$ cat src/rtl/dscv_queue.sv
// ----------------------------------------------------------------------------
// dscv_queue
// Two-entry word queue with push and pop in the same cycle.
// ----------------------------------------------------------------------------
module dscv_queue #(
  parameter int W = 8
) (
  input  logic         clk,
  input  logic         rst,
  input  logic         push,
  input  logic [W-1:0] push_data,
  input  logic         pop,
  output logic         full,
  output logic         valid,
  output logic [W-1:0] head
);

  logic [W-1:0] mem [2];
  logic         wr_ptr;
  logic         rd_ptr;
  logic [1:0]   count;
  logic         do_push;
  logic         do_pop;

  assign full    = (count == 2'd2);
  assign valid   = (count != 2'd0);
  assign head    = mem[rd_ptr];
  assign do_pop  = pop && valid;
  assign do_push = push && (!full || do_pop);

  // advance pointers and count
  always_ff @(posedge clk) begin
    if (rst) begin
      wr_ptr <= 1'b0;
      rd_ptr <= 1'b0;
      count  <= 2'd0;
    end else begin
      if (do_push) wr_ptr <= ~wr_ptr;
      if (do_pop)  rd_ptr <= ~rd_ptr;
      count <= count + {1'b0, do_push} - {1'b0, do_pop};
    end
  end

  // store word
  always_ff @(posedge clk) begin
    if (do_push) mem[wr_ptr] <= push_data;
  end

endmodule

$ cat config.mk
export PLATFORM = sky130hd
export DESIGN_NAME = dscv_queue
export DESIGN_NICKNAME = d
export VERILOG_FILES = /design/src/rtl/dscv_queue.sv
export SDC_FILE = /design/constraint.sdc
export NUM_CORES = 1
export LEC_CHECK = 0
export ABC_AREA = 1
export CORE_ASPECT_RATIO = 0.7
export CORE_MARGIN = 5
export CORE_UTILIZATION = 45
export CTS_BUF_LIST = sky130_fd_sc_hd__clkbuf_8 sky130_fd_sc_hd__clkbuf_16
export CTS_CLUSTER_SIZE = 12
export DETAILED_ROUTE_END_ITERATION = 7
export DONT_BUFFER_PORTS = 1
export GPL_TIMING_DRIVEN = 0
export SYNTH_ARGS = -nofsm -noshare
export SYNTH_HDL_FRONTEND = slang
export SYNTH_SLANG_ARGS = --single-unit
$ cat constraint.sdc
create_clock -name clk -period 1.89 [get_ports clk]
set_clock_uncertainty 0.05 [all_clocks]
set_input_delay 0.378 -clock clk [delete_from_list [all_inputs] [get_ports clk]]
set_output_delay 0.378 -clock clk [all_outputs]
set_load 0.005 [all_outputs]
==> flow_metrics.py <==
metrics = {
    "setup_path": {
        "worstSetupPathType": "flip-flop to flip-flop",
        "crit_fanout": 3,
        "setup.worst_path.start_class": "flip-flop",
        "cp_data_required_time_ps": 1990,
        "r2r_start": "count[0]$_SDFF_PP0_",
        "cp.arrival_ps": 1830,
        "startpoint": "count[0]$_SDFF_PP0_",
        "worstSetupEndpointType": "flip-flop",
    },
    "power": {
        "pwr-share-comb_pct": 23.3,
        "finalPower_uw": 1140,
        "p_seq_share_pct": 52.4,
        "clkPwrFrac_pct": 24.3,
        "peakVddDrop_mv": 0.658,
        "power.internal_uw": 829,
        "sw_frac_of_total_pct": 27.6,
        "power_density_nw_per_um2": 1260,
        "p_leak_uw": 0.000356,
        "p_switching_uw": 316,
    },
    "yosys": {
        "ys.flop_type": "edfxtp_1",
        "synth_area_um2": 833,
        "synth-edff-count": 16,
        "synthCells": 62,
        "syn_area_per_cell_um2": 13.4,
        "async_flop_share_pct": 0,
        "ys_seq_area_share_pct": 69.7,
        "yosys_warnings": 0,
        "syn_nets": 76,
        "synthDistinctLibCells": 15,
        "ys_ff_latch": 21,
    },
    "die": {
        "die_y_um": 46.0,
        "die_w_um": 61.4,
        "die-area_um2": 2830,
        "row_count": 13,
        "ioPinCount": 22,
        "start_util_pct": 46.2,
        "core-area_um2": 1810,
    },
    "routing": {
        "firstDrtPassIters": 2,
        "drtAntennaViolNets": 0,
        "initialDrtViolationCount": 3,
        "vias": 434,
        "route.detailed.drc": 0,
        "routed_wl_um": 1160,
        "viasPerCell": 4.93,
        "wl_per_cell_um": 13.2,
    },
    "final_layout": {
        "antennaDiodeCount": 0,
        "final_common_cell": "edfxtp_1",
        "regArea_um2": 581,
        "drive_gt1_share_pct": 27.3,
        "synthToLayoutAreaGrowth_pct": 8.86,
        "final_nets": 81,
        "multiInputGateArea_um2": 214,
        "most-common-layout-cells": "16 x edfxtp_1, 8 x nor2_1, 8 x mux2_2",
        "n_fill_cell": 159,
        "final_core_util_pct": 50.2,
    },
    "place": {
        "hpwl_um": 887,
        "globalplace.congestion": 0.721,
        "portBuffers": 0,
        "dp_slack_ps": 164,
    },
    "clocking": {
        "post_cts_resized": 0,
        "clkSinkCount": 21,
        "cts_hold_buf": 0,
        "root_buffer": "clkbuf_8",
        "worstSkewPairLatency_ps": 250,
        "htree_levels": 1,
        "clk_pin_slew_ps": 70,
        "cts_tree": "built",
        "clockBufferDepth": 2,
        "cts_buffers": 3,
        "post-cts-setup-buffers": 0,
    },
    "timing": {
        "post-route-min-period_ps": 1730,
        "setup_slack_ps": 159,
        "timing.final.crit_share_pct": 91.6,
        "max_slew_margin_pct": 52.3,
        "finalHoldViolCount": 0,
        "worst_pin_slew_ps": 712,
        "rsz0062_at_grt": "no",
        "slew_violations": 0,
        "tns_ps": 0,
        "fmax_mhz": 578,
        "final-setup-viol-count": 0,
    },
    "global_route": {
        "grt_pass1_wl_um": 1750,
        "overflow": 0,
        "grt_max_degree": 13,
        "grt_pass1_vias": 422,
        "antenna_found_initial": 0,
        "track_usage_pct": 9.21,
    },
    "worst_hold_path": {
        "worstHoldStart": "rst",
        "hold_class": "input port to flip-flop",
    },
    "run_status": {
        "outcome": "finished, final reports clean",
    },
    "run": {
        "maxCapViolCount": 0,
    },
}
## critical path, stage by stage, from the launching register on
cell     delay, ps
dfxtp_1        360
inv_1           80
nand3_1        120
nand2_1        100
ha_1           280
inv_1           40
ha_1           180
or2_1          240
a21oi_1        130
nor2_1          60
## cells in the mapped netlist, types with 2 or more instances
cell type | count | area share, %
nand3_1 | 2 | 1.2
dfxtp_1 | 5 | 12
nand2_2 | 2 | 1.5
nand2_1 | 4 | 1.8
inv_2 | 2 | 0.90
ha_1 | 2 | 3.0
inv_1 | 7 | 3.2
mux2_2 | 8 | 11
nor2_1 | 8 | 3.6
edfxtp_1 | 16 | 58
a21oi_1 | 2 | 1.2
## cell type report
class                      instances  share of cell area [%]
buffer                             1                   0.552
clock buffer                       3                    4.55
clock inverter                     1                   0.552
inverter                           9                    3.72
multi-input combinational         31                    23.6
sequential                        21                    64.0
tap                               22                    3.03
## power groups by stage
stage | Combinational (uW) | Clock [uW] | Sequential (uW)
after floorplan | 230 | 0 | 603
after global placement | 268 | 0 | 609
after detailed placement | 272 | 0 | 612
after CTS | 274 | 289 | 601
after global routing | 307 | 320 | 607
final | 267 | 278 | 600
## cells by family after synthesis
family,share of synthesized area [%]
adders and majority gates,3.00
DFF,69.7
AOI/OAI and AO/OA,1.80
muxes,10.8
and+or+nand+nor,10.1
buffers and inverters,4.65
## registers in the layout, summed over array words and instances, names as in the netlist, named ones only
| name | flops |
|---|---|
| mem | 16 |
| count | 2 |
| rd_ptr | 1 |
| wr_ptr | 1 |
## worst paths after layout
path                         endpoint  slack (ps)  cells after the start
setup / recovery  count[1]$_SDFF_PP0_         160                      9
hold / removal    count[0]$_SDFF_PP0_         130                      1
setup reg to reg  count[1]$_SDFF_PP0_         160                      9
hold reg to reg             flip-flop         450                      2
## stage by stage
step,cell area [um2],hold WS (ps),std cells
6_report,907,133,88
5_1_grt,907,116,88
4_1_cts,907,126,88
3_5_place_dp,861,403,84
3_3_place_gp,861,401,84
2_1_floorplan,833,399,62
## layer usage
layer  track usage (%)  vias up  routed length (um)
li1                  -      215                   -
met1              8.91      201                 426
met2              15.0       16                 579
met3              7.65        2                 144
met4              2.54        0                  12
met5                 0        -                   0
Note: power is estimated with default switching activity, not from simulation.
