$ cat src/rtl/dscv_pkg.sv
// ----------------------------------------------------------------------------
// dscv_pkg
// Shared types, constants and the sine table helper for the daylight
// spectrum curve block.
// ----------------------------------------------------------------------------
package dscv_pkg;

  localparam int SINE_TABLE_DEPTH = 256;
  localparam int FRACTION_BITS    = 16;

  localparam int MINUTE_W  = 11;
  localparam int FRAC_W    = 16;
  localparam int SHARE_W   = 17;   // normalized share, may reach 1.0
  localparam int CFG_IDX_W = 3;
  localparam int LANES     = 4;

  // register indexes
  localparam logic [CFG_IDX_W-1:0] REG_SUNRISE = 3'd0;
  localparam logic [CFG_IDX_W-1:0] REG_SUNSET  = 3'd1;
  localparam logic [CFG_IDX_W-1:0] REG_PEAK    = 3'd2;
  localparam logic [CFG_IDX_W-1:0] REG_DIMMING = 3'd3;
  localparam logic [CFG_IDX_W-1:0] REG_WHITE   = 3'd4;
  localparam logic [CFG_IDX_W-1:0] REG_BLUE    = 3'd5;
  localparam logic [CFG_IDX_W-1:0] REG_RED     = 3'd6;
  localparam logic [CFG_IDX_W-1:0] REG_FAR_RED = 3'd7;

  // reset values
  localparam logic [MINUTE_W-1:0] RST_SUNRISE = 11'd360;
  localparam logic [MINUTE_W-1:0] RST_SUNSET  = 11'd1080;
  localparam logic [FRAC_W-1:0]   RST_PEAK    = 16'd52428;
  localparam logic [FRAC_W-1:0]   RST_DIMMING = 16'd65535;
  localparam logic [FRAC_W-1:0]   RST_WHITE   = 16'd26214;
  localparam logic [FRAC_W-1:0]   RST_BLUE    = 16'd13107;
  localparam logic [FRAC_W-1:0]   RST_RED     = 16'd19661;
  localparam logic [FRAC_W-1:0]   RST_FAR_RED = 16'd6554;

  // midday-biased mix: base and slope per channel (Q0.16)
  localparam logic [FRAC_W-1:0] MIX_BASE [LANES] = '{16'd19661, 16'd5243, 16'd28836, 16'd11796};
  localparam logic [FRAC_W-1:0] MIX_SLOPE [LANES] = '{16'd19661, 16'd14418, 16'd13107, 16'd7864};
  // channels whose mix falls with the dome
  localparam logic [LANES-1:0] MIX_FALLS = 4'b1100;

  localparam logic [FRAC_W-1:0] BLEND_MIX = 16'd45875;   // 0.7
  localparam logic [FRAC_W-1:0] BLEND_CFG = 16'd19661;   // 0.3

  // sum of shares at or below this counts as zero
  localparam logic [FRAC_W+1:0] SHARE_SUM_MIN = 18'd6;
  localparam logic [SHARE_W-1:0] FALLBACK_SHARE [LANES] =
    '{17'd26214, 17'd13107, 17'd19661, 17'd6554};

  localparam logic [63:0] PI_Q30 = 64'd3373259426;

  typedef logic [SHARE_W-1:0] share_t;

  typedef struct packed {
    logic                daylight;
    logic [MINUTE_W-1:0] offset;
    logic [MINUTE_W-1:0] span;
  } slot_t;

  typedef struct packed {
    logic              daylight;
    logic [FRAC_W-1:0] dome;
    logic [FRAC_W-1:0] brightness;
    logic [FRAC_W-1:0] white;
    logic [FRAC_W-1:0] blue;
    logic [FRAC_W-1:0] red;
    logic [FRAC_W-1:0] far_red;
  } result_t;

  // sin(x) for x in Q2.30, Taylor series to x^13, result Q0.16 saturated
  function automatic logic [15:0] sine_q16(logic [63:0] x);
    logic [63:0] x2;
    logic [63:0] t;
    logic [63:0] s;
    logic [63:0] q;
    x2 = (x * x) >> 30;
    t  = x;
    s  = x;
    t = ((t * x2) >> 30) / 64'd6;   s = (s > t) ? s - t : 64'd0;
    t = ((t * x2) >> 30) / 64'd20;  s = s + t;
    t = ((t * x2) >> 30) / 64'd42;  s = (s > t) ? s - t : 64'd0;
    t = ((t * x2) >> 30) / 64'd72;  s = s + t;
    t = ((t * x2) >> 30) / 64'd110; s = (s > t) ? s - t : 64'd0;
    t = ((t * x2) >> 30) / 64'd156; s = s + t;
    q = (s + 64'd8192) >> 14;
    return (q > 64'd65535) ? 16'hFFFF : q[15:0];
  endfunction

endpackage

$ cat src/rtl/dscv_norm.sv
// ----------------------------------------------------------------------------
// dscv_norm
// Normalizes the four configured channel shares by their sum with one
// shared bit-serial divider, and falls back to fixed shares near zero.
// ----------------------------------------------------------------------------
module dscv_norm (
  input  logic                        clk,
  input  logic                        rst,
  input  logic                        start,
  input  logic [dscv_pkg::FRAC_W-1:0] shares [dscv_pkg::LANES],
  output logic                        busy,
  output dscv_pkg::share_t            cfg_share [dscv_pkg::LANES]
);

  localparam int SW = dscv_pkg::SHARE_W;
  localparam int VW = dscv_pkg::FRAC_W + 2;
  localparam int CW = $clog2(SW);

  logic [VW-1:0]    sum;
  logic             load;
  logic [1:0]       lane;
  logic [CW-1:0]    step;
  logic [VW-1:0]    rem;
  logic [SW-1:0]    low;
  logic [SW-1:0]    quo;
  logic [VW:0]      trial;
  logic [VW:0]      diff;
  logic             ge;
  dscv_pkg::share_t share_q [dscv_pkg::LANES];

  assign sum = VW'(shares[0]) + VW'(shares[1]) + VW'(shares[2]) + VW'(shares[3]);

  assign trial = {rem, low[SW-1]};
  assign diff  = trial - {1'b0, sum};
  assign ge    = (trial >= {1'b0, sum});

  // sequence lanes and steps
  always_ff @(posedge clk) begin
    if (rst || start) begin
      busy <= 1'b1;
      load <= 1'b1;
      lane <= 2'd0;
      step <= '0;
    end else if (busy) begin
      if (load) begin
        load <= 1'b0;
        step <= '0;
      end else if (step == CW'(SW - 1)) begin
        if (lane == 2'd3) begin
          busy <= 1'b0;
        end else begin
          lane <= lane + 2'd1;
          load <= 1'b1;
        end
      end else begin
        step <= step + CW'(1);
      end
    end
  end

  // divide one bit a cycle
  always_ff @(posedge clk) begin
    if (load) begin
      rem <= VW'(shares[lane] >> 1);
      low <= {shares[lane][0], {(SW-1){1'b0}}};
      quo <= '0;
    end else begin
      rem <= ge ? diff[VW-1:0] : trial[VW-1:0];
      low <= low << 1;
      quo <= {quo[SW-2:0], ge};
      if (busy && step == CW'(SW - 1)) share_q[lane] <= {quo[SW-2:0], ge};
    end
  end

  // drop to fixed shares when the configured sum is about zero
  always_comb begin
    for (int l = 0; l < dscv_pkg::LANES; l++) begin
      cfg_share[l] = (sum <= dscv_pkg::SHARE_SUM_MIN) ? dscv_pkg::FALLBACK_SHARE[l]
                                                     : share_q[l];
    end
  end

endmodule

$ cat config.mk
export PLATFORM = sky130hd
export DESIGN_NAME = dscv_norm
export DESIGN_NICKNAME = d
export VERILOG_FILES = /design/src/rtl/dscv_pkg.sv /design/src/rtl/dscv_norm.sv
export SDC_FILE = /design/constraint.sdc
export NUM_CORES = 1
export LEC_CHECK = 0
export ABC_AREA = 1
export BUFFER_PORTS_ARGS = -buffer_cell sky130_fd_sc_hd__buf_2
export CAP_MARGIN = 15
export CELL_PAD_IN_SITES_DETAIL_PLACEMENT = 1
export CELL_PAD_IN_SITES_GLOBAL_PLACEMENT = 2
export CORE_ASPECT_RATIO = 0.8
export CORE_UTILIZATION = 33
export DETAILED_ROUTE_END_ITERATION = 8
export PLACE_DENSITY = 0.93
export RECOVER_POWER = 100
export SLEW_MARGIN = 0
export SYNTH_ARGS = -nofsm -noshare
export SYNTH_HDL_FRONTEND = slang
export SYNTH_SLANG_ARGS = --single-unit
$ cat constraint.sdc
create_clock -name clk -period 5.2 [get_ports clk]
set_input_delay 0.78 -clock clk [delete_from_list [all_inputs] [get_ports clk]]
set_output_delay 0.78 -clock clk [all_outputs]
set_load 0.02 [all_outputs]
==> results of run 1 <==
-- path summary, 6_finish.rpt --
kind,startpoint,endpoint,slack (ns)
worst max-delay path,shares[1],cfg_share[18],0.19
worst min-delay path,quo[12],quo[13],0.47
worst max register to register,lane[1],share_q[1][3],1.90
worst min register to register,quo[12],quo[13],0.47
-- synthesized netlist by cell type --
| library cell | number | area [um2] |
|---|---|---|
| sky130_fd_sc_hd__o21a_1 | 1 | 7.51 |
| sky130_fd_sc_hd__nand4_1 | 11 | 68.8 |
| sky130_fd_sc_hd__a21oi_1 | 52 | 260 |
| sky130_fd_sc_hd__dfxtp_1 | 44 | 881 |
| sky130_fd_sc_hd__edfxtp_1 | 68 | 2040 |
| sky130_fd_sc_hd__o21ai_0 | 51 | 255 |
| sky130_fd_sc_hd__buf_6 | 3 | 33.8 |
| sky130_fd_sc_hd__and2_1 | 3 | 18.8 |
| sky130_fd_sc_hd__nor3_1 | 5 | 25.0 |
| sky130_fd_sc_hd__o21bai_1 | 2 | 15.0 |
| sky130_fd_sc_hd__a21o_1 | 6 | 45.0 |
| sky130_fd_sc_hd__nor2_8 | 1 | 20.0 |
| sky130_fd_sc_hd__nand2_2 | 2 | 12.5 |
| sky130_fd_sc_hd__o22ai_1 | 4 | 25.0 |
| sky130_fd_sc_hd__nand3_2 | 2 | 20.0 |
| sky130_fd_sc_hd__fa_1 | 33 | 661 |
| sky130_fd_sc_hd__inv_2 | 1 | 3.75 |
| sky130_fd_sc_hd__a31oi_1 | 1 | 6.26 |
| sky130_fd_sc_hd__xnor2_1 | 11 | 96.3 |
| sky130_fd_sc_hd__buf_1 | 1 | 3.75 |
| sky130_fd_sc_hd__clkbuf_1 | 15 | 56.3 |
| sky130_fd_sc_hd__clkinv_1 | 2 | 7.51 |
| sky130_fd_sc_hd__nor2_1 | 102 | 383 |
| sky130_fd_sc_hd__xor2_1 | 2 | 17.5 |
| sky130_fd_sc_hd__nand3_1 | 54 | 270 |
| sky130_fd_sc_hd__ha_1 | 41 | 513 |
| sky130_fd_sc_hd__nor2_2 | 23 | 144 |
| sky130_fd_sc_hd__o211ai_1 | 2 | 15.0 |
| sky130_fd_sc_hd__a21oi_2 | 1 | 8.76 |
| sky130_fd_sc_hd__nand4_2 | 1 | 12.5 |
| sky130_fd_sc_hd__inv_1 | 244 | 916 |
| sky130_fd_sc_hd__buf_2 | 3 | 15.0 |
| sky130_fd_sc_hd__and2_0 | 1 | 6.26 |
| sky130_fd_sc_hd__buf_4 | 3 | 22.5 |
| sky130_fd_sc_hd__nand2_1 | 245 | 920 |
| sky130_fd_sc_hd__a211oi_1 | 2 | 15.0 |
| sky130_fd_sc_hd__nand3b_1 | 5 | 37.5 |
-- critical path, cell delays in order --
cell and delay, ns:
sky130_fd_sc_hd__clkbuf_2 0.11, sky130_fd_sc_hd__fa_1 0.58, sky130_fd_sc_hd__fa_1 0.43, sky130_fd_sc_hd__ha_1 0.28
sky130_fd_sc_hd__fa_2 0.40, sky130_fd_sc_hd__nand3_1 0.11, sky130_fd_sc_hd__nand3_1 0.14, sky130_fd_sc_hd__nand2_1 0.11
sky130_fd_sc_hd__nand2_1 0.08, sky130_fd_sc_hd__a21oi_1 0.20, sky130_fd_sc_hd__nand3_1 0.10, sky130_fd_sc_hd__nor2_1 0.13
sky130_fd_sc_hd__nand2_2 0.12, sky130_fd_sc_hd__nor2_8 0.19, sky130_fd_sc_hd__buf_8 0.24, sky130_fd_sc_hd__nor2_2 0.05
sky130_fd_sc_hd__buf_2 0.16
-- layout make-up --
cell class	instances	area [um2]	share of cell area
clock buffer	9	225	0.0243
clock inverter	7	103	0.0111
inverter	247	927	0.100
multi-input combinational	664	3880	0.419
timing repair buffer	151	815	0.0879
tap	312	390	0.0421
sequential	112	2920	0.315
antenna	1	2.50	0.000270
-- logic make-up after synthesis --
| family | Yosys count |
|---|---|
| flops | 112 |
| fa+ha+maj | 74 |
| simple gates | 455 |
| compound gates | 122 |
| buf+inv | 272 |
| xor+xnor | 13 |
-- flip-flops by register name, summed over array words and instances, names as in the netlist --
name,count
share_q,68
rem,18
quo,16
step,5
lane,2
busy,1
load,1
low,1
-- timing repair --
item,4_1_cts,5_1_grt
gates resized for setup,0,2
endpoints found under the setup margin,0,68
hold buffers,0,0
-- per-layer routing --
layer | vias to the layer above | track usage
met5 | - | 0
met4 | 0 | 0.0439
met3 | 20 | 0.0255
met2 | 116 | 0.309
met1 | 3312 | 0.274
li1 | 3495 | -
-- stage by stage --
| stage | hold slack, ns | utilization |
|---|---|---|
| 6_report | 0.475 | 0.396 |
| 5_1_grt | 0.499 | 0.396 |
| 4_1_cts | 0.474 | 0.397 |
| 3_5_place_dp | 0.464 | 0.383 |
| 3_3_place_gp | 0.455 | 0.383 |
| 2_1_floorplan | 0.431 | - |
-- placed cells by master, fill, tap and decap left out, types with 5 or more instances in the layout --
| master | count |
|---|---|
| sky130_fd_sc_hd__buf_2 | 83 |
| sky130_fd_sc_hd__a21oi_1 | 52 |
| sky130_fd_sc_hd__nor3_1 | 5 |
| sky130_fd_sc_hd__xnor2_1 | 11 |
| sky130_fd_sc_hd__clkbuf_2 | 52 |
| sky130_fd_sc_hd__edfxtp_1 | 68 |
| sky130_fd_sc_hd__fa_1 | 32 |
| sky130_fd_sc_hd__nor2_1 | 102 |
| sky130_fd_sc_hd__nand3_1 | 54 |
| sky130_fd_sc_hd__nand3b_1 | 5 |
| sky130_fd_sc_hd__nand4_1 | 12 |
| sky130_fd_sc_hd__clkbuf_16 | 9 |
| sky130_fd_sc_hd__dfxtp_1 | 44 |
| sky130_fd_sc_hd__inv_1 | 244 |
| sky130_fd_sc_hd__ha_1 | 41 |
| sky130_fd_sc_hd__nor2_2 | 22 |
| sky130_fd_sc_hd__buf_4 | 5 |
| sky130_fd_sc_hd__nand2_1 | 245 |
| sky130_fd_sc_hd__o21ai_0 | 51 |
| sky130_fd_sc_hd__a21o_1 | 6 |
| sky130_fd_sc_hd__clkbuf_1 | 7 |
-- power breakdown --
part           switching [mW]  internal (mW)
Clock                   0.373          0.396
Sequential             0.0362          0.997
Combinational            1.50          0.841
Total                    1.91           2.23
==> out/summary.md, run 1 <==
The run finished, with violations left. The final reports fail on max-capacitance violations, max-slew violations. The synthesized net count is 1189, and the compound-cell area share of the yosys netlist is 0.0831. The run gives 0 as the post-CTS setup repair buffer count.

The layout net count was 1326; the total of buffers placed on input and output ports was 135. The signed area change from the synthesized netlist to the final layout is 17.9%. Averaged over all synthesized cells, the footprint is 7.50 um2.

The initial antenna violation count is 1, and the arithmetic-cell share of the synthesized area counting full adders, half adders and majority gates is 0.149. The core region is 23400 um2. The floorplan has 50 rows.

The final period utilization was 0.964; the H-tree depth was 3. In the final routed layout, each cell accounts on average for 15.1 um. The fraction of synthesized cell area in xor and xnor cells is 0.0145.

Critical path startpoint category: an input port. After synthesis, the netlist uses 37 different library cells. The min-delay analysis places its worst path in the category reg2reg. TritonCTS built the clock tree.

Detailed placement ended at an HPWL of 17.8 mm. The total power density per cell area is 447 nW/um2, and the number of buffers added by the clock tree synthesis step is 9. In this run, the number of DRC markers left after iteration 0 of detailed routing was 319. The number of failing setup endpoints in the final timing report is 0.

The count of state elements after synthesis was 112; the vertical die dimension was 140 um. The finished cells cover 9270 um2. After synthesis the cells add up to 7860 um2. The tools report the count of max-cap constraint violations as 1. After detailed routing, no signal wire sits above met4.

By area, the combinational part of the netlist is dominated by simple AND/OR/NAND/NOR gates. The run gives 1485 as the cell count after placement. The smallest clock period supported by the final layout is computed as 5.01 ns. Pin placement for this block handled 136 I/O pins. The basic-gate share of the synthesized area counting and, or, nand and nor cells was 0.247. The worst setup path is of the in2out kind. The count of cells along the worst hold path works out to 2. The tools report the die outline area as 24400 um2.

The maximum achievable frequency was 200 MHz; the last weighted congestion value of the routability-driven placer was 0.849. Before CTS, the worst setup slack after placement is 0.139 ns. In this run the cell area measured after placement is 8960 um2. The run gives 6943 as the via total after detailed routing.

For the worst-skew pair, the clock arrives at the later sink with an insertion delay of 0.36 ns. The logs give 1048 for the cell count after synthesis and 0 for the yosys synthesis warning count. The post-synthesis sequential area ratio came out at 0.372. Counting every sink on the clock net gives 112.

For the final worst-path setup slack, the log shows 0.188 ns. The number of search-and-repair iterations in the first detailed-routing pass was 5. The type of destination of the critical path is a primary output.

The pin slew with the least headroom to its limit came out at 1.72 ns. In this run the deepest clock path goes through 2 buffers. The total leakage power is 4.82 nW, and the DRC violation count after routing is 0. In this run the worst path has a maximum fanout of 18. The run gives 7333 as the number of global-route vias before repair.

The routed design has 22.7 mm of wire. The run gives 11.7 mm as the wire length the detailed router placed on met1. For the final cell count without fillers, the log shows 1503. The total overflow left after global routing is 0. The first-pass GRT wire length was 37.3 mm. The initial cell density of the core is 0.336.

The clock tree root driver cell is sky130_fd_sc_hd__clkbuf_16. The post-route setup TNS was 0 ns; the signal arrival time at the worst endpoint was 4.23 ns. The routed design uses 654 um of met3 wire. Fraction of synthesized area in multiplexers: 0. The routed design uses 10.1 mm of met2 wire. The mean number of vias per cell was 4.62. Once detail routing completed, the nets flagged for antenna violations numbered 0. Entering global routing, the biggest net connects 38 pins.

The length in cells of the worst reg-to-reg path works out to 5. The filler cells instantiated in the layout total 2984. The final worst clock skew was 0.0104 ns; the number of hold violations in the final report was 0.

The max-slew headroom at the worst pin is -0.145, and the overall die width is 175 um. Setup repair after global routing left no endpoint under its margin. Overall power consumption: 4.14 mW. The largest vdd supply drop is 0.000177 V, and the clock slew at the register clock pins of the worst setup and hold paths is 0.09 ns.

STA puts the critical path data required time at 4.42 ns. The number of pins with negative max-slew slack in the final report is 33, and the overall global routing resource usage is 0.192. Share of layout cells above drive strength 1: 0.161.
No activity file was read; power rests on OpenSTA's default activity.
==> run 2, diff against run 1 <==
Settings changed: CTS_CLUSTER_DIAMETER set to 60, GPL_TIMING_DRIVEN set to 0, PLACE_DENSITY 0.93 to 0.78.
==> out/summary.md, run 2 (same netlist as run 1, synthesis figures left out) <==
The last weighted congestion value of the routability-driven placer was 0.818 (-3.8%). The largest register by flop count is share_q. The worst setup path is launched from an input port.

For the signal arrival time at the worst endpoint, the log shows 4.20 ns (-0.03 ns). The tools report the area taken by flip-flops and latches as 2920 um2 (unchanged). TritonCTS built the clock tree. Type of destination of the critical path: a primary output.

The maximum fanout along the worst path came out at 10 (-8). The total power density per cell area came out at 444 nW/um2 (-0.81%). The overall die width is 175 um (unchanged).

Required time of the critical path: 4.42 ns (about the same). The run gives 23400 um2 (unchanged) as the core box area. The tools report the total detailed-routing wirelength as 24.3 mm (+6.7%). The worst setup path category was in2out. For the final cell count without fillers, the log shows 1518 (+1.0%). The max-slew headroom at the worst pin came out at 0.284 (+0.429).

The number of diodes added for antenna fixing came out at 0 (-1). The final critical-path required period is 4.98 ns (-0.0324 ns), and the share of layout cells above drive strength 1 is 0.158 (-0.00296). The logs give 4.80 nW (-0.26%) for the total leakage power and 0 (unchanged) for the number of buffers inserted by hold repair at cts. The tools report the number of hold violations in the final report as 0 (unchanged). Final period utilization: 0.958 (-0.00623).

Flip-flop count of the largest register after layout: 68 (unchanged). Setup repair after global routing left no endpoint under its margin. The leading cell type in the layout, fill and taps excluded is sky130_fd_sc_hd__nand2_1. Maximum achievable frequency: 201 MHz (+0.65%). Clock tree synthesis selected as its root buffer the cell sky130_fd_sc_hd__clkbuf_16. The number of top-level pins is 136 (unchanged). The largest registers in the layout are share_q: 68 flops, rem: 18 flops, quo: 16 flops.

The number of search-and-repair iterations in the first detailed-routing pass is 6 (+1). The tools report the overall global routing resource usage as 0.204 (+0.0122). The run gives 0 (unchanged) as the DRC violation count after routing. In the layout the commonest cells are 245 x sky130_fd_sc_hd__nand2_1, 244 x sky130_fd_sc_hd__inv_1, 101 x sky130_fd_sc_hd__nor2_1. The mean number of vias per cell is 4.62 (about the same). The logs give 1342 (+1.2%) for the layout net count and 0 ns (unchanged) for the post-route setup TNS. The area taken by multi-input logic gates was 3920 um2 (+1.0%); the latest clock arrival within the worst-skew pair was 0.37 ns (about the same). The final worst clock skew is 0.0173 ns (+0.00690 ns), and the overall power consumption is 4.13 mW (-0.34%). For the number of DRC violations after detailed-routing iteration 0, the log shows 356 (+12%). The count of max-cap constraint violations was 0 (-1); the number of cell rows was 50 (unchanged).

The tools report the initial cell density of the core as 0.336 (unchanged). The number of global-route vias before repair was 7175 (-2.2%); the HPWL after detailed placement was 19.8 mm (+11%). For the total congestion overflow after global routing, the log shows 0 (unchanged). The logs give 24400 um2 (unchanged) for the die outline area and 9310 um2 (+0.47%) for the final instance area. Total placed instance area: 9010 um2 (+0.57%). The min-delay analysis places its worst path in the category reg2reg.

The run gives 1499 (+0.94%) as the cell count after placement. For the maximum number of buffers from clock root to sink, the log shows 2 (unchanged). The run finished with clean final reports.

The vertical die dimension is 140 um (unchanged), and the number of buffers added by the clock tree synthesis step is 9 (unchanged). The largest vdd supply drop was 0.000169 V (-4.2%); the initial antenna violation count was 0 (-1). The number of pins with negative max-slew slack in the final report is 0 (-100%), and the via total after detailed routing is 7016 (+1.1%).

The post-detailed-route count of antenna-violating nets was 0 (unchanged). Fill cell instance count of the final layout: 2968 (-0.54%). The maximum number of pins on one net before global-route repair is 25 (-34%). The clock slew at the register clock pins of the worst setup and hold paths is 0.09 ns (about the same).

The H-tree depth is 3 (unchanged). The tools report the first-pass GRT wire length as 38.6 mm (+3.4%). The signed area change from the synthesized netlist to the final layout was 18.4%. The pin slew with the least headroom to its limit is 1.07 ns (-0.644 ns). The number of failing setup endpoints in the final timing report was 0 (unchanged). The clock sink total is 112 (unchanged), and the wire length per cell after detailed routing is 16.0 um (+5.7%). The total of buffers placed on input and output ports is 135 (unchanged).
[run 2: cell count changes in the layout (fill, tap and decap cells not counted), moves of 3 or more]
cell                       delta
sky130_fd_sc_hd__clkbuf_1    +23
sky130_fd_sc_hd__clkbuf_2     -8
sky130_fd_sc_hd__clkbuf_4     +4
sky130_fd_sc_hd__a21oi_1      -3
sky130_fd_sc_hd__buf_12       -3
sky130_fd_sc_hd__buf_6        +3
[run 2: path summary, 6_finish.rpt]
check                                from        endpoint  slack, ns  depth (start not counted)
worst min register to register     quo[2]          quo[3]       0.47                          2
worst max register to register    lane[1]  share_q[1][12]       1.74                          7
worst min-delay path               quo[2]          quo[3]       0.47                          2
worst max-delay path            shares[1]   cfg_share[17]       0.22                         18
[run 2: report_power, final]
group	internal, mW	switching (mW)	leakage [nW]
combinational	0.825	1.53	3.76
clock	0.353	0.393	0.153
sequential	0.997	0.0334	0.889
total	2.18	1.95	4.80
[run 2: stage by stage]
step,util,hold WS [ns],setup slack [ns]
2_1_floorplan,-,0.431,0.708
3_3_place_gp,0.381,0.455,-0.231
3_5_place_dp,0.385,0.461,-0.286
4_1_cts,0.399,0.464,0.00467
5_1_grt,0.398,0.499,0.00566
6_report,0.398,0.468,0.220
[run 2: area by class of cell]
type | count | area share
multi-input combinational | 664 | 0.421
sequential | 112 | 0.314
inverter | 247 | 0.0996
timing repair buffer | 142 | 0.0746
tap | 312 | 0.0419
clock buffer | 9 | 0.0242
buffer | 25 | 0.0149
clock inverter | 7 | 0.00981
[run 2: what timing repair did]
action / in CTS / in global routing
setup endpoints to repair: 60 / 77
setup buffers: 0 / 3
pin swaps: 1 / 2
gates resized for setup: 2 / 10
[run 2: worst max-delay path, stage by stage]
cell,delay (ns)
sky130_fd_sc_hd__buf_2,0.11
sky130_fd_sc_hd__fa_1,0.56
sky130_fd_sc_hd__fa_1,0.43
sky130_fd_sc_hd__ha_2,0.24
sky130_fd_sc_hd__fa_2,0.39
sky130_fd_sc_hd__nand3_1,0.12
sky130_fd_sc_hd__nand3_2,0.11
sky130_fd_sc_hd__nand2_1,0.10
sky130_fd_sc_hd__nand2_1,0.11
sky130_fd_sc_hd__a21oi_4,0.20
sky130_fd_sc_hd__nand3_1,0.09
sky130_fd_sc_hd__nor2_1,0.13
sky130_fd_sc_hd__nand2_2,0.12
sky130_fd_sc_hd__inv_1,0.08
sky130_fd_sc_hd__nand2_1,0.11
sky130_fd_sc_hd__clkbuf_4,0.23
sky130_fd_sc_hd__nand2_1,0.11
sky130_fd_sc_hd__buf_2,0.17
[run 2: routing by layer]
| layer | track usage | vias up | wire length [um] |
|---|---|---|---|
| li1 | - | 3531 | - |
| met1 | 0.307 | 3328 | 12800 |
| met2 | 0.313 | 138 | 10200 |
| met3 | 0.0266 | 19 | 953 |
| met4 | 0.0389 | 0 | 259 |
| met5 | 0 | - | 0 |
