## src/rtl/dscv_pkg.sv

```systemverilog
// ----------------------------------------------------------------------------
// dscv_pkg
// Shared types, constants and the sine table helper for the daylight
// spectrum curve block.
// ----------------------------------------------------------------------------
package dscv_pkg;

  localparam int SINE_TABLE_DEPTH = 256;
  localparam int FRACTION_BITS    = 16;

  localparam int MINUTE_W  = 11;
  localparam int FRAC_W    = 16;
  localparam int SHARE_W   = 17;   // normalized share, may reach 1.0
  localparam int CFG_IDX_W = 3;
  localparam int LANES     = 4;

  // register indexes
  localparam logic [CFG_IDX_W-1:0] REG_SUNRISE = 3'd0;
  localparam logic [CFG_IDX_W-1:0] REG_SUNSET  = 3'd1;
  localparam logic [CFG_IDX_W-1:0] REG_PEAK    = 3'd2;
  localparam logic [CFG_IDX_W-1:0] REG_DIMMING = 3'd3;
  localparam logic [CFG_IDX_W-1:0] REG_WHITE   = 3'd4;
  localparam logic [CFG_IDX_W-1:0] REG_BLUE    = 3'd5;
  localparam logic [CFG_IDX_W-1:0] REG_RED     = 3'd6;
  localparam logic [CFG_IDX_W-1:0] REG_FAR_RED = 3'd7;

  // reset values
  localparam logic [MINUTE_W-1:0] RST_SUNRISE = 11'd360;
  localparam logic [MINUTE_W-1:0] RST_SUNSET  = 11'd1080;
  localparam logic [FRAC_W-1:0]   RST_PEAK    = 16'd52428;
  localparam logic [FRAC_W-1:0]   RST_DIMMING = 16'd65535;
  localparam logic [FRAC_W-1:0]   RST_WHITE   = 16'd26214;
  localparam logic [FRAC_W-1:0]   RST_BLUE    = 16'd13107;
  localparam logic [FRAC_W-1:0]   RST_RED     = 16'd19661;
  localparam logic [FRAC_W-1:0]   RST_FAR_RED = 16'd6554;

  // midday-biased mix: base and slope per channel (Q0.16)
  localparam logic [FRAC_W-1:0] MIX_BASE [LANES] = '{16'd19661, 16'd5243, 16'd28836, 16'd11796};
  localparam logic [FRAC_W-1:0] MIX_SLOPE [LANES] = '{16'd19661, 16'd14418, 16'd13107, 16'd7864};
  // channels whose mix falls with the dome
  localparam logic [LANES-1:0] MIX_FALLS = 4'b1100;

  localparam logic [FRAC_W-1:0] BLEND_MIX = 16'd45875;   // 0.7
  localparam logic [FRAC_W-1:0] BLEND_CFG = 16'd19661;   // 0.3

  // sum of shares at or below this counts as zero
  localparam logic [FRAC_W+1:0] SHARE_SUM_MIN = 18'd6;
  localparam logic [SHARE_W-1:0] FALLBACK_SHARE [LANES] =
    '{17'd26214, 17'd13107, 17'd19661, 17'd6554};

  localparam logic [63:0] PI_Q30 = 64'd3373259426;

  typedef logic [SHARE_W-1:0] share_t;

  typedef struct packed {
    logic                daylight;
    logic [MINUTE_W-1:0] offset;
    logic [MINUTE_W-1:0] span;
  } slot_t;

  typedef struct packed {
    logic              daylight;
    logic [FRAC_W-1:0] dome;
    logic [FRAC_W-1:0] brightness;
    logic [FRAC_W-1:0] white;
    logic [FRAC_W-1:0] blue;
    logic [FRAC_W-1:0] red;
    logic [FRAC_W-1:0] far_red;
  } result_t;

  // sin(x) for x in Q2.30, Taylor series to x^13, result Q0.16 saturated
  function automatic logic [15:0] sine_q16(logic [63:0] x);
    logic [63:0] x2;
    logic [63:0] t;
    logic [63:0] s;
    logic [63:0] q;
    x2 = (x * x) >> 30;
    t  = x;
    s  = x;
    t = ((t * x2) >> 30) / 64'd6;   s = (s > t) ? s - t : 64'd0;
    t = ((t * x2) >> 30) / 64'd20;  s = s + t;
    t = ((t * x2) >> 30) / 64'd42;  s = (s > t) ? s - t : 64'd0;
    t = ((t * x2) >> 30) / 64'd72;  s = s + t;
    t = ((t * x2) >> 30) / 64'd110; s = (s > t) ? s - t : 64'd0;
    t = ((t * x2) >> 30) / 64'd156; s = s + t;
    q = (s + 64'd8192) >> 14;
    return (q > 64'd65535) ? 16'hFFFF : q[15:0];
  endfunction

endpackage

```

## src/rtl/dscv_front.sv

```systemverilog
// ----------------------------------------------------------------------------
// dscv_front
// Input stage: takes minute words and classifies them against the
// sunrise to sunset window.
// ----------------------------------------------------------------------------
module dscv_front (
  input  logic                          clk,
  input  logic                          rst,
  input  logic                          push,
  input  logic [dscv_pkg::MINUTE_W-1:0] minute_of_day,
  input  logic [dscv_pkg::MINUTE_W-1:0] sunrise,
  input  logic [dscv_pkg::MINUTE_W-1:0] sunset,
  input  logic                          hold,
  input  logic                          slot_full,
  output logic                          full,
  output logic                          slot_push,
  output dscv_pkg::slot_t               slot
);

  logic                          f_valid;
  logic [dscv_pkg::MINUTE_W-1:0] f_minute;
  logic                          accept;
  logic                          in_window;

  assign full      = hold || (f_valid && slot_full);
  assign accept    = push && !full;
  assign slot_push = f_valid && !slot_full;

  // hold the taken minute until the queue takes it
  always_ff @(posedge clk) begin
    if (rst) begin
      f_valid <= 1'b0;
    end else if (accept) begin
      f_valid <= 1'b1;
    end else if (slot_push) begin
      f_valid <= 1'b0;
    end
  end

  always_ff @(posedge clk) begin
    if (accept) f_minute <= minute_of_day;
  end

  // classify against the window
  assign in_window = (sunset > sunrise) && (f_minute >= sunrise) && (f_minute <= sunset);

  always_comb begin
    slot.daylight = in_window;
    slot.offset   = in_window ? f_minute - sunrise : '0;
    slot.span     = in_window ? sunset - sunrise : dscv_pkg::MINUTE_W'(1);
  end

endmodule

```

## config.mk

```make
export PLATFORM = sky130hd
export DESIGN_NAME = dscv_front
export DESIGN_NICKNAME = d
export VERILOG_FILES = /design/src/rtl/dscv_pkg.sv /design/src/rtl/dscv_front.sv
export SDC_FILE = /design/constraint.sdc
export NUM_CORES = 1
export LEC_CHECK = 0
export ABC_AREA = 1
export BUFFER_PORTS_ARGS = -buffer_cell sky130_fd_sc_hd__buf_2
export CORE_ASPECT_RATIO = 1.75
export CORE_UTILIZATION = 45
export DETAILED_ROUTE_END_ITERATION = 6
export MAX_ROUTING_LAYER = met4
export PLACE_DENSITY = 0.77
export SLEW_MARGIN = 20
export SYNTH_ARGS = -nofsm -noshare
export SYNTH_HDL_FRONTEND = slang
export SYNTH_SLANG_ARGS = --single-unit
```

## constraint.sdc

```tcl
create_clock -name clk -period 5.28 [get_ports clk]
set_input_delay 1.056 -clock clk [delete_from_list [all_inputs] [get_ports clk]]
set_output_delay 1.056 -clock clk [all_outputs]
set_load 0.02 [all_outputs]
```

==> metrics.md, run 1 <==
| Metric | Value |
|---|---|
| Number of buffer cells added on primary ports | `62` |
| Critical register-to-register path endpoint | `f_minute[9]$_DFFE_PP_` |
| Crit path time final | `3.92 ns` |
| Most frequent cells in the layout | `82 x nand2_1, 64 x inv_1, 62 x buf_2` |
| Path type of the worst min-delay path | `reg2reg` |
| Final nets | `453` |
| DRT antenna net count | `0` |
| Clock root cell | `clkbuf_8` |
| Worst rel slew slack | `between 20% and 30%` |
| Final-layout setup total negative slack | `0 ns` |
| Fmax | `0.255 GHz` |
| Global route overflow | `0` |
| Outcome | `finished, final reports clean` |
| Type of element launching the critical path | `input pin` |
| Final worst path period share | `approximately three quarters` |
| Clock-pin slew on the worst setup and hold paths | `~0.05 ns` |
| Flip-flop and latch count after synthesis | `12` |
| Core utilization of the finished layout | `56.0%` |
| Floorplan Core Area | `4400 µm²` |
| Crit-path leading delay family | `simple AND/OR/NAND/NOR gates` |
| Number of different library cells in the post-synthesis netlist | `26` |
| Detailed-route via count | `2185` |
| Synthesized area per cell | `6.57 µm²` |
| X dimension of the die | `53.3 µm` |
| Endpoints failing setup | `0` |
| Cts bufs inserted | `3` |
| H-tree depth | `1` |
| Mean routed wirelength per cell | `12.4 µm` |
| Worst path slowest cell | `ha_1` |
| DIE AREA | `around 4900 µm²` |
| Worst clock skew | `0.0103 ns` |
| Worst EP required | `4.22 ns` |
| Launching point of the worst reg2reg path | `f_valid$_SDFFE_PP0P_` |
| Initial standard-cell utilization of the core | `47.1%` |
| Startpoint of the most critical setup path | `sunrise[2]` |
| Number of violations reported at the end of detailed-routing iteration 0 | `64` |
| Setup repair after global routing missed its margin | `no` |
| Num Clock Sinks | `12` |
| Share of synthesized area occupied by flip-flops and latches | `16.9%` |
| Fraction of final layout cells sized beyond drive strength 1 | `a little under a quarter` |
| Final count of hold timing violations | `0` |
| Maximum fanout along the worst path | `22` |
| Initial antenna violation count | `0` |
| Post-synth net total | `389` |
| Critical path arrival | `between 2 and 3 ns` |
| Overall fraction of global-route tracks in use | `between 20% and 30%` |
| Placed insts | `426` |
| Capture point of the critical path | `slot[21]` |
| CP Cell Sequence | `buf_2 > inv_1 > ha_1 > nand2_1 > inv_1 > nand2_1 > nand2_1 > nand2_1 > nand3_1 > nand2_1 > clkinv_2 > nand3_4 > nor2_1 > buf_2` |
| Power density over the cells | `roughly 170 nW/µm²` |
| Layout-stage area growth over the synthesis result | `18.7%` |
| Post-route insts no fill | `430` |
| Cts repair resizes | `0` |
| Maximum ir drop on the vdd rail | `between 0.15 and 0.2 mV` |
| Max-Cap Viols | `0` |
| Routability cong. | `0.986` |
| Total leakage power | `about 1.5 nW` |
| Number of placement rows | `32` |
| Commonest non-fill, non-tap cell in the layout | `nand2_1` |
| Capturing element type of the critical path | `primary output` |
| Most common cell on crit path | `nand2_1` |
| Path type of the worst setup path | `in2out` |
| Count of antenna diodes in the layout | `0` |
| Setup Buffers After CTS | `0` |
| Post-detailed-route DRC marker count | `0` |
| Slew at the pin closest to its max-slew limit | `1.05 ns` |
| Largest net degree at the start of global routing | `23` |
| Instance count of the mapped netlist | `316` |
| Detailed Place HPWL | `4.59 mm` |
| Crit-path max cell delay | `0.37 ns` |
| Total buffers and inverters traversed by the critical path | `5` |
| Iteration count of the initial detailed-routing pass | `4` |
| I/O pin count | `63` |
| Avg Vias per Cell | `5.08` |
| Global-route wire length before repair | `8.66 mm` |
| Maximum number of buffers from clock root to sink | `2` |
| Total power consumption of the routed design | `between 0.4 and 0.5 mW` |
| Worst Reg-to-Reg Cells | `4` |
| Die height | `91.8 µm` |
| Total count of max-transition violations in the final report | `0` |
| Clk Latency, worst-skew pair | `0.25 ns` |
| Critical path depth in cells | `14` |
| Slack of the worst reg-to-reg path | `3.44 ns` |
| Clock tree from TritonCTS | `built` |
| Number of hold buffers added after cts | `0` |
| Yosys warnings | `0` |
| Sum of routed wire length over all layers | `5.35 mm` |
| Cell area after technology mapping | `2080 µm²` |
| Number of global-route vias before repair | `2122` |
logic make-up after synthesis:
family	after synthesis	share of synthesized area, %
adders and majority gates	35	21.8
and+or+nand+nor	156	34.0
buffers and inverters	69	13.4
AOI/OAI and AO/OA	31	8.38
DFF	12	16.9
xor gates and xnor gates	13	5.49
cell usage after synthesis, drive strengths merged:
cell type	count	area, µm²
a31oi	1	6.26
buf	3	30.0
o21ai	6	30.0
xor2	4	35.0
dfxtp	1	20.0
a21o	2	15.0
ha	33	413
inv	65	244
o21bai	4	30.0
xnor2	9	78.8
nor2	47	234
a21oi	17	85.1
o211ai	1	7.51
nand4	10	62.6
nand3	14	82.6
nand2	84	320
edfxtp	11	330
or2	1	6.26
fa	2	40.0
clkinv	1	5.00
layout make-up:
cell class | instances | area, µm²
Multi-Input combinational cell | 235 | 1450
Tap cell | 51 | 63.8
Sequential cell | 12 | 350
Clock buffer | 4 | 45.0
Inverter | 66 | 249
Fill cell | 474 | 1940
Timing Repair Buffer | 62 | 310
worst register-to-register path: cells and delay by family (launching register included):
kind | cells | cell delay, ns
AND/OR/NAND/NOR | 3 | 1.11
flip-flops | 1 | 0.30
buffers and inverters | 1 | 0.04
per-stage QoR:
stage               hold slack [ns]  worst slack (ns)  cell area, µm²
floorplan                     0.524              1.80            2080
global placement              0.536              1.38            2420
detailed placement            0.558              1.34            2420
CTS                           0.569              1.34            2460
global route                  0.595              1.11            2460
finish                        0.561              1.36            2460
registers in the layout (all words and copies together) (netlist names):
signal / flops
f_minute: 11
f_valid: 1
worst min path at each step:
stage / from / to / slack (ns) / cells past startpoint
finish: f_valid$_SDFFE_PP0P_ / f_valid$_SDFFE_PP0P_ / 0.56 / 4
global route: f_valid$_SDFFE_PP0P_ / f_valid$_SDFFE_PP0P_ / 0.60 / 4
CTS: f_valid$_SDFFE_PP0P_ / f_valid$_SDFFE_PP0P_ / 0.57 / 4
detailed placement: f_valid$_SDFFE_PP0P_ / f_valid$_SDFFE_PP0P_ / 0.56 / 4
global placement: f_valid$_SDFFE_PP0P_ / f_valid$_SDFFE_PP0P_ / 0.54 / 4
floorplan: f_valid$_SDFFE_PP0P_ / f_valid$_SDFFE_PP0P_ / 0.52 / 4
routing by layer:
layer | GRT usage, % | wire length [µm]
met5 | - | 0
met1 | 21.6 | 1960
met3 | 1.33 | 168
met2 | 47.5 | 3020
met4 | 12.3 | 203
power by group:
part	switching [mW]	internal, mW	leakage (nW)	total [mW]
clock network	0.0350	0.0532	0.0228	0.0881
logic	0.138	0.0812	1.36	0.219
registers	0.00239	0.109	0.111	0.111
total	0.175	0.244	1.49	0.419
Note: power is estimated with default switching activity, not from simulation.
==> inputs of run 2 (changes only) <==
--- a/config.mk
+++ b/config.mk
@@ -5,13 +5,13 @@
 export SDC_FILE = /design/constraint.sdc
 export NUM_CORES = 1
 export LEC_CHECK = 0
-export ABC_AREA = 1
+export ABC_AREA = 0
 export BUFFER_PORTS_ARGS = -buffer_cell sky130_fd_sc_hd__buf_2
 export CORE_ASPECT_RATIO = 1.75
 export CORE_UTILIZATION = 45
 export DETAILED_ROUTE_END_ITERATION = 6
 export MAX_ROUTING_LAYER = met4
-export PLACE_DENSITY = 0.77
+export PLACE_DENSITY = 0.82
 export SLEW_MARGIN = 20
 export SYNTH_ARGS = -nofsm -noshare
 export SYNTH_HDL_FRONTEND = slang
==> constraint.sdc (replaced) <==
create_clock -name clk -period 3.3 [get_ports clk]
set_input_delay 0.66 -clock clk [delete_from_list [all_inputs] [get_ports clk]]
set_output_delay 0.66 -clock clk [all_outputs]
set_load 0.02 [all_outputs]
==> run 2 against run 1 <==
  * The flow now finishes with violations (negative setup slack)
  * Count of clock-buffer cells in the layout did not move
  * Sequential cell count did not move
  * Design area rose by 1.1%
  * Clock power rose by 51%
  * Synthesized area fell by 11%
  * Register-to-register slack got worse by 1.5 ns
  * Core utilization rose by 7.8 points
  * Worst hold slack got worse by 0.044 ns
  * Synthesized cell count fell by 28%
  * Via count fell by 11%
  * Global-route usage fell by 2.0 points
==> metrics.md, run 2 <==
| Metric | Value |
|---|---|
| Initial antenna violation count | `0` |
| Final nets | `about 380` |
| Worst clock skew | `0.00294 ns` |
| Internal Power | `0.423 mW` |
| Post-synth net total | `~300` |
| Final count of hold timing violations | `0` |
| Overall fraction of global-route tracks in use | `about 22%` |
| Portion of total power attributed to the clock network | `19.8%` |
| Endpoints failing setup | `1` |
| Instance count of the mapped netlist | `226` |
| Largest area contributor in the netlist | `ha_1` |
| Area of combinational cells with multiple inputs | `1490 µm²` |
| Global-route wire length before repair | `7.36 mm` |
| Violated checks | `negative setup slack` |
| Simple-gate area share of the yosys netlist | `19.6%` |
| Final setup margin | `-0.0552 ns` |
| Top_reg_cell synth | `edfxtp_1` |
| X dimension of the die | `slightly above 50 µm` |
| Detailed-route via count | `1954` |
| Total leakage power | `1.19 nW` |
| Combinational share of power | `a little over half` |
| Met1 Resource Use GR | `18.9%` |
| Setup repair after global routing missed its margin | `yes` |
| Detailed Place HPWL | `4.02 mm` |
| Worst Reg-to-Reg Cells | `2` |
| CP Cell Sequence | `buf_2 > inv_2 > ha_4 > a211oi_2 > nor2_1 > nor3_2 > buf_4 > nor2_1 > or4_1 > a31oi_1 > buf_4` |
| Maximum ir drop on the vdd rail | `0.267 mV` |
| Synthesized area per cell | `around 8.1 µm²` |
| Slew at the pin closest to its max-slew limit | `0.512 ns` |
| Type of element launching the critical path | `input pin` |
| Dominant combinational cell family by area after synthesis | `adder cells` |
| Count of antenna diodes in the layout | `0` |
| Met2 track demand over resource in global routing | `44.2%` |
| Iteration count of the initial detailed-routing pass | `4` |
| Post-route cell area | `2490 µm²` |
| Most frequent cells in the layout | `57 x buf_2, 25 x nor2_1, 24 x inv_1, 24 x ha_1, 17 x buf_4` |
| Placed insts | `343` |
| Sum of routed wire length over all layers | `approximately 5.1 mm` |
| Critical register-to-register path endpoint | `f_minute[3]$_DFFE_PP_` |
| Crit-path max cell delay | `0.41 ns` |
| Busiest layer in global routing | `met2` |
| Final worst path period share | `102%` |
| Path type of the worst setup path | `in2out` |
| Die height | `86.6 µm` |
| Switching share of power | `37.2%` |
| Worst path slowest cell | `or4_1` |
| Worst rel slew slack | `65.9%` |
| Path type of the worst min-delay path | `reg2reg` |
| Worst-case hold slack | `between 0.5 and 0.6 ns` |
| Most frequent cell after synthesis | `ha_1` |
| Slack of the worst reg-to-reg path | `approximately 2 ns` |
| Max-Cap Viols | `0` |
| Largest net degree at the start of global routing | `13` |
| Flip-flop and latch count after synthesis | `12` |
| Cell area after technology mapping | `1840 µm²` |
| Initial standard-cell utilization of the core | `47.2%` |
| Multiplexer share of the synthesized area | `0%` |
| Num Clock Sinks | `12` |
| Commonest non-fill, non-tap cell in the layout | `buf_2` |
| Post-synthesis share of cell area spent on full adders, half adders and majority gates | `24.6%` |
| Maximum number of buffers from clock root to sink | `2` |
| Worst EP required | `between 2 and 3 ns` |
| Crit-path leading delay family | `simple AND/OR/NAND/NOR gates` |
| Worst hold path cell count | `2` |
| Register bank with the most flops | `f_minute` |
| Number of buffer cells added on primary ports | `62` |
| Avg Vias per Cell | `5.60` |
| Mean routed wirelength per cell | `14.5 µm` |
| Post-route insts no fill | `between 300 and 400` |
| Power density over the cells | `271 nW/µm²` |
| Number of violations reported at the end of detailed-routing iteration 0 | `33` |
| Global route overflow | `0` |
| FILL cells | `347` |
| Critical path arrival | `between 2 and 3 ns` |
| Total power consumption of the routed design | `between 0.6 and 0.7 mW` |
| Number of different library cells in the post-synthesis netlist | `45` |
| Registers with the highest flip-flop counts | `f_minute: 11 flops, f_valid: 1 flops` |
| Post-synth EDFFs | `11` |
| Worst Hold Endpoint | `f_valid$_SDFFE_PP0P_` |
| Power share of the sequential group | `between 20% and 30%` |
| Maximum fanout along the worst path | `5` |
| I/O pin count | `63` |
| Outcome | `complete, but fails checks` |
| Clock tree from TritonCTS | `built` |
| Share of synthesized area occupied by flip-flops and latches | `19.0%` |
| Crit path time final | `3.36 ns` |
| Number of global-route vias before repair | `1897` |
| Switching power | `0.251 mW` |
| Layout-stage area growth over the synthesis result | `35.3%` |
| Total buffers and inverters traversed by the critical path | `4` |
| Post-detailed-route DRC marker count | `0` |
| Total count of max-transition violations in the final report | `0` |
| Fmax | `just under 0.3 GHz` |
| H-tree depth | `1` |
| DRT antenna net count | `0` |
| Number of placement rows | `30` |
| Global-route met3 utilization | `1.75%` |
| Capturing element type of the critical path | `primary output` |
| Compound-Gate Fraction of Synth Area | `between 20 and 25%` |
| Synth top area cells | `ha_1 22%, edfxtp_1 18%, inv_1 6.5%` |
| Fraction of final layout cells sized beyond drive strength 1 | `a little under two fifths` |
| Floorplan Core Area | `3900 µm²` |
| Yosys warnings | `0` |
| Cts bufs inserted | `3` |
| Area taken by flip-flops and latches | `350 µm²` |
| Launching point of the worst reg2reg path | `f_valid$_SDFFE_PP0P_` |
| Placed cell area | `2260 µm²` |
| Clk Latency, worst-skew pair | `0.24 ns` |
| Share of async-settable or async-resettable flops after synthesis | `0%` |
| DIE AREA | `4360 µm²` |
| Area share of the largest cell type after synthesis | `22.4%` |
| Hold Crit Start | `f_valid$_SDFFE_PP0P_` |
| Clock root cell | `clkbuf_8` |
| Clock-pin slew on the worst setup and hold paths | `0.05 ns` |
| Max reg flops | `11` |
| Routability cong. | `0.925` |
| Most frequent cells after synthesis | `33 x ha_1, 32 x inv_1, 26 x nor2_1, 18 x a21oi_1, 14 x nand2_1` |
| Xor and xnor fraction of the mapped netlist area | `around 5.7%` |
-- run 2: kinds of logic (layout without fill, tap and decap cells) --
kind of cell,after synthesis,after routing
XOR/XNOR,12,12
buffers and inverters,36,111
AND/OR/NAND/NOR,72,72
AO/OA/AOI/OAI,59,59
adder cells (fa/ha/maj),35,35
flip-flops,12,12
-- run 2: through the flow --
| step | setup WS, ns | utilization [%] | setup TNS [ns] |
|---|---|---|---|
| finish | -0.0552 | 63.8 | -0.0552 |
| global route | -0.0899 | 63.8 | -0.219 |
| CTS | -0.00800 | 59.4 | -0.00800 |
| detailed placement | -0.0662 | 58.0 | -0.0662 |
| global placement | -0.00860 | 58.0 | -0.00860 |
| floorplan | 0.114 | - | 0 |
-- run 2: timing repair --
| action | CTS | global route |
|---|---|---|
| endpoints found under the hold margin | 0 | 0 |
| setup endpoints to repair | 1 | 23 |
| hold buffers | 0 | 0 |
| resized for setup | 3 | 38 |
| cloned | 0 | 0 |
| pin swaps | 2 | 11 |
| setup buffers | 0 | 2 |
-- run 2: routing by layer --
layer  vias to the layer above  wire length (µm)
met5                         -                 0
met2                        66              2800
met3                        26               166
li1                        959                 -
met4                         0               273
met1                       903              1810
-- run 2: how the worst max path moves through the flow --
stage              end  slack, ns  depth (start not counted)        from
6_report       slot[9]      -0.06                         11  sunrise[4]
5_1_grt        slot[9]      -0.09                         11  sunrise[4]
4_1_cts        slot[8]     -0.008                         12   sunset[0]
3_5_place_dp   slot[8]      -0.07                         12   sunset[0]
3_3_place_gp   slot[8]     -0.009                         12   sunset[0]
2_1_floorplan  slot[8]       0.11                         10   sunset[0]
-- run 2: cell type report --
type,count,area share (%)
Clock buffer,4,1.81
Inverter,32,5.02
Multi-Input combinational cell,178,59.7
Sequential cell,12,14.1
Tap cell,48,2.41
Timing Repair Buffer,75,17.0
-- run 2: power by group through the flow --
stage | Combinational (mW) | Sequential [mW] | Clock [mW]
floorplan | 0.223 | 0.180 | 0
global placement | 0.307 | 0.182 | 0
detailed placement | 0.316 | 0.182 | 0
CTS | 0.320 | 0.179 | 0.138
global route | 0.392 | 0.180 | 0.149
finish | 0.361 | 0.180 | 0.133
-- run 2: worst reg2reg max path, delay by kind of cell (launching register included) --
kind | cells | cell delay, ns
AND/OR/NAND/NOR | 1 | 0.48
flip-flops | 1 | 0.32
AO/OA/AOI/OAI | 1 | 0.18
==> inputs of run 3 (changes only) <==
--- a/config.mk
+++ b/config.mk
@@ -8,10 +8,10 @@
 export ABC_AREA = 0
 export BUFFER_PORTS_ARGS = -buffer_cell sky130_fd_sc_hd__buf_2
 export CORE_ASPECT_RATIO = 1.75
-export CORE_UTILIZATION = 45
+export CORE_UTILIZATION = 30
 export DETAILED_ROUTE_END_ITERATION = 6
 export MAX_ROUTING_LAYER = met4
-export PLACE_DENSITY = 0.82
+export PLACE_DENSITY = 0.58
 export SLEW_MARGIN = 20
 export SYNTH_ARGS = -nofsm -noshare
 export SYNTH_HDL_FRONTEND = slang
==> constraint.sdc (replaced) <==
create_clock -name clk -period 4.2 [get_ports clk]
set_input_delay 0.84 -clock clk [delete_from_list [all_inputs] [get_ports clk]]
set_output_delay 0.84 -clock clk [all_outputs]
set_load 0.02 [all_outputs]
==> run 3 against run 2 <==
  * The run now ends clean
  * Die area grew 48%
  * Critical path depth rose by 1
  * Sequential cell count did not move
  * Worst hold slack got worse by 0.012 ns
  * First-iteration DRC count up 91%
  * Sequential share of layout area up 1.2 points
  * Non-clock buffer count fell by 10
  * Via count is 10% lower
==> metrics.md, run 3 (same netlist as run 2, synthesis figures left out) <==
| Metric | Value |
|---|---|
| Num Clock Sinks | `12` |
| Mean routed wirelength per cell | `12.4 µm` |
| Initial antenna violation count | `0` |
| Final setup margin | `0.435 ns` |
| Fraction of final layout cells sized beyond drive strength 1 | `27.8%` |
| Max-Cap Viols | `0` |
| Path type of the worst min-delay path | `reg2reg` |
| Total leakage power | `1.15 nW` |
| Clk Latency, worst-skew pair | `0.24 ns` |
| Power density over the cells | `219 nW/µm²` |
| Area of combinational cells with multiple inputs | `around 1300 µm²` |
| I/O pin count | `63` |
| Critical path arrival | `between 2 and 3 ns` |
| Fmax | `0.266 GHz` |
| Power share of the sequential group | `28.0%` |
| Count of antenna diodes in the layout | `0` |
| Iteration count of the initial detailed-routing pass | `4` |
| Critical register-to-register path endpoint | `f_minute[10]$_DFFE_PP_` |
| Final-layout setup total negative slack | `0 ns` |
| Detailed Place HPWL | `4.09 mm` |
| Commonest non-fill, non-tap cell in the layout | `buf_2` |
| Global route overflow | `0` |
| Number of buffer cells added on primary ports | `62` |
| Initial standard-cell utilization of the core | `31.3%` |
| Floorplan Core Area | `5880 µm²` |
| Avg Vias per Cell | `4.75` |
| Worst clock skew | `between 0.003 and 0.004 ns` |
| Place WS | `0.440 ns` |
| Capture point of the critical path | `slot[8]` |
| Die height | `106 µm` |
| Number of hold buffers added after cts | `0` |
| Overall fraction of global-route tracks in use | `15.9%` |
| Sum of routed wire length over all layers | `4.59 mm` |
| Area taken by flip-flops and latches | `350 µm²` |
| Core utilization of the finished layout | `39.1%` |
| Number of global-route vias before repair | `1768` |
| DIE AREA | `6470 µm²` |
| Total count of max-transition violations in the final report | `0` |
| Slew at the pin closest to its max-slew limit | `0.524 ns` |
| Most frequent cells in the layout | `62 x buf_2, 33 x ha_1, 32 x inv_1` |
| Slack of the worst reg-to-reg path | `roughly 2.9 ns` |
| Register bank with the most flops | `f_minute` |
| Type of element launching the critical path | `input pin` |
| Registers with the highest flip-flop counts | `f_minute: 11 flops, f_valid: 1 flops` |
| Outcome | `finished, final reports clean` |
| Max reg flops | `11` |
| Number of placement rows | `37` |
| Launching point of the worst reg2reg path | `f_valid$_SDFFE_PP0P_` |
| Startpoint of the most critical setup path | `sunset[0]` |
| Endpoints failing setup | `0` |
| Switching share of power | `a little over a third` |
| Global-route wire length before repair | `7.60 mm` |
| Maximum number of buffers from clock root to sink | `2` |
| Detailed-route via count | `1752` |
| Combinational share of power | `a little under half` |
| Clock tree from TritonCTS | `built` |
| Number of violations reported at the end of detailed-routing iteration 0 | `63` |
| Maximum ir drop on the vdd rail | `around 0.17 mV` |
| Maximum fanout along the worst path | `3` |
| Setup Buffers After CTS | `0` |
| Final nets | `365` |
| FILL cells | `approximately 660` |
| Layout-stage area growth over the synthesis result | `24.7%` |
| Post-detailed-route DRC marker count | `0` |
| Final worst path period share | `89.6%` |
| Switching power | `0.180 mW` |
| H-tree depth | `1` |
| Worst rel slew slack | `approximately 65%` |
| Capturing element type of the critical path | `primary output` |
| Final count of hold timing violations | `0` |
| Path type of the worst setup path | `in2out` |
| Routability cong. | `around 0.86` |
| Clock-pin slew on the worst setup and hold paths | `0.05 ns` |
| Largest net degree at the start of global routing | `13` |
| Crit path time final | `3.76 ns` |
| Portion of total power attributed to the clock network | `24.7%` |
| Internal Power | `0.322 mW` |
| Worst Reg-to-Reg Cells | `2` |
| Setup repair after global routing missed its margin | `no` |
| DRT antenna net count | `0` |
| X dimension of the die | `61.2 µm` |
| Worst EP required | `3.36 ns` |
| Clock root cell | `clkbuf_8` |
| Cts repair resizes | `0` |
| Cts bufs inserted | `3` |
run 3: cell count changes in the layout (fill, tap and decap cells not counted), moves of 3 or more:
cell     previous run  this run
ha_1               24        33
buf_4              17         3
inv_2               6         0
buf_2              57        62
a21oi_1            15        18
ha_4                9         0
inv_1              24        32
run 3: critical path: stages:
cell and delay (ns):
buf_2 0.11, inv_1 0.05, ha_1 0.15, inv_1 0.05, fa_1 0.42, a211o_1 0.31, a21oi_1 0.22, nor2b_1 0.09
o41a_1 0.33, xnor2_1 0.13, nor2_1 0.07, buf_2 0.16
run 3: per-stage QoR:
step	hold WS (ns)	area [µm²]	std cells	power (mW)
after global routing	0.556	2300	369	0.546
after global placement	0.491	2240	365	0.381
final	0.505	2300	369	0.502
after CTS	0.511	2300	369	0.513
after floorplan	0.471	1840	226	0.317
after detailed placement	0.497	2240	365	0.383
run 3: cell type report:
cell class                 instances  area share, %
multi-input combinational        178           58.4
sequential                        12           15.3
tap                               78           4.25
timing repair buffer              65           14.5
inverter                          32           5.23
clock buffer                       4           2.40
run 3: worst min path at each step:
| stage | from | end | cells past startpoint |
|---|---|---|---|
| finish | f_valid$_SDFFE_PP0P_ | f_valid$_SDFFE_PP0P_ | 2 |
| global route | f_valid$_SDFFE_PP0P_ | f_valid$_SDFFE_PP0P_ | 2 |
| CTS | f_valid$_SDFFE_PP0P_ | f_valid$_SDFFE_PP0P_ | 2 |
| detailed placement | f_valid$_SDFFE_PP0P_ | f_valid$_SDFFE_PP0P_ | 2 |
| global placement | f_valid$_SDFFE_PP0P_ | f_valid$_SDFFE_PP0P_ | 2 |
| floorplan | f_valid$_SDFFE_PP0P_ | f_valid$_SDFFE_PP0P_ | 2 |
run 3: power groups by stage:
stage | logic [mW] | clock network (mW) | registers [mW]
4_1_cts | 0.241 | 0.131 | 0.140
5_1_grt | 0.270 | 0.135 | 0.141
3_5_place_dp | 0.240 | 0 | 0.143
2_1_floorplan | 0.176 | 0 | 0.142
3_3_place_gp | 0.238 | 0 | 0.143
6_report | 0.238 | 0.124 | 0.140
run 3: per-layer routing:
metal | share of wire (%) | GRT usage, % | vias to the layer above
met4 | 1.3 | 5.36 | 0
li1 | - | - | 938
met5 | 0 | - | -
met1 | 36 | 16.2 | 774
met2 | 60 | 30.4 | 36
met3 | 3.2 | 0.613 | 4
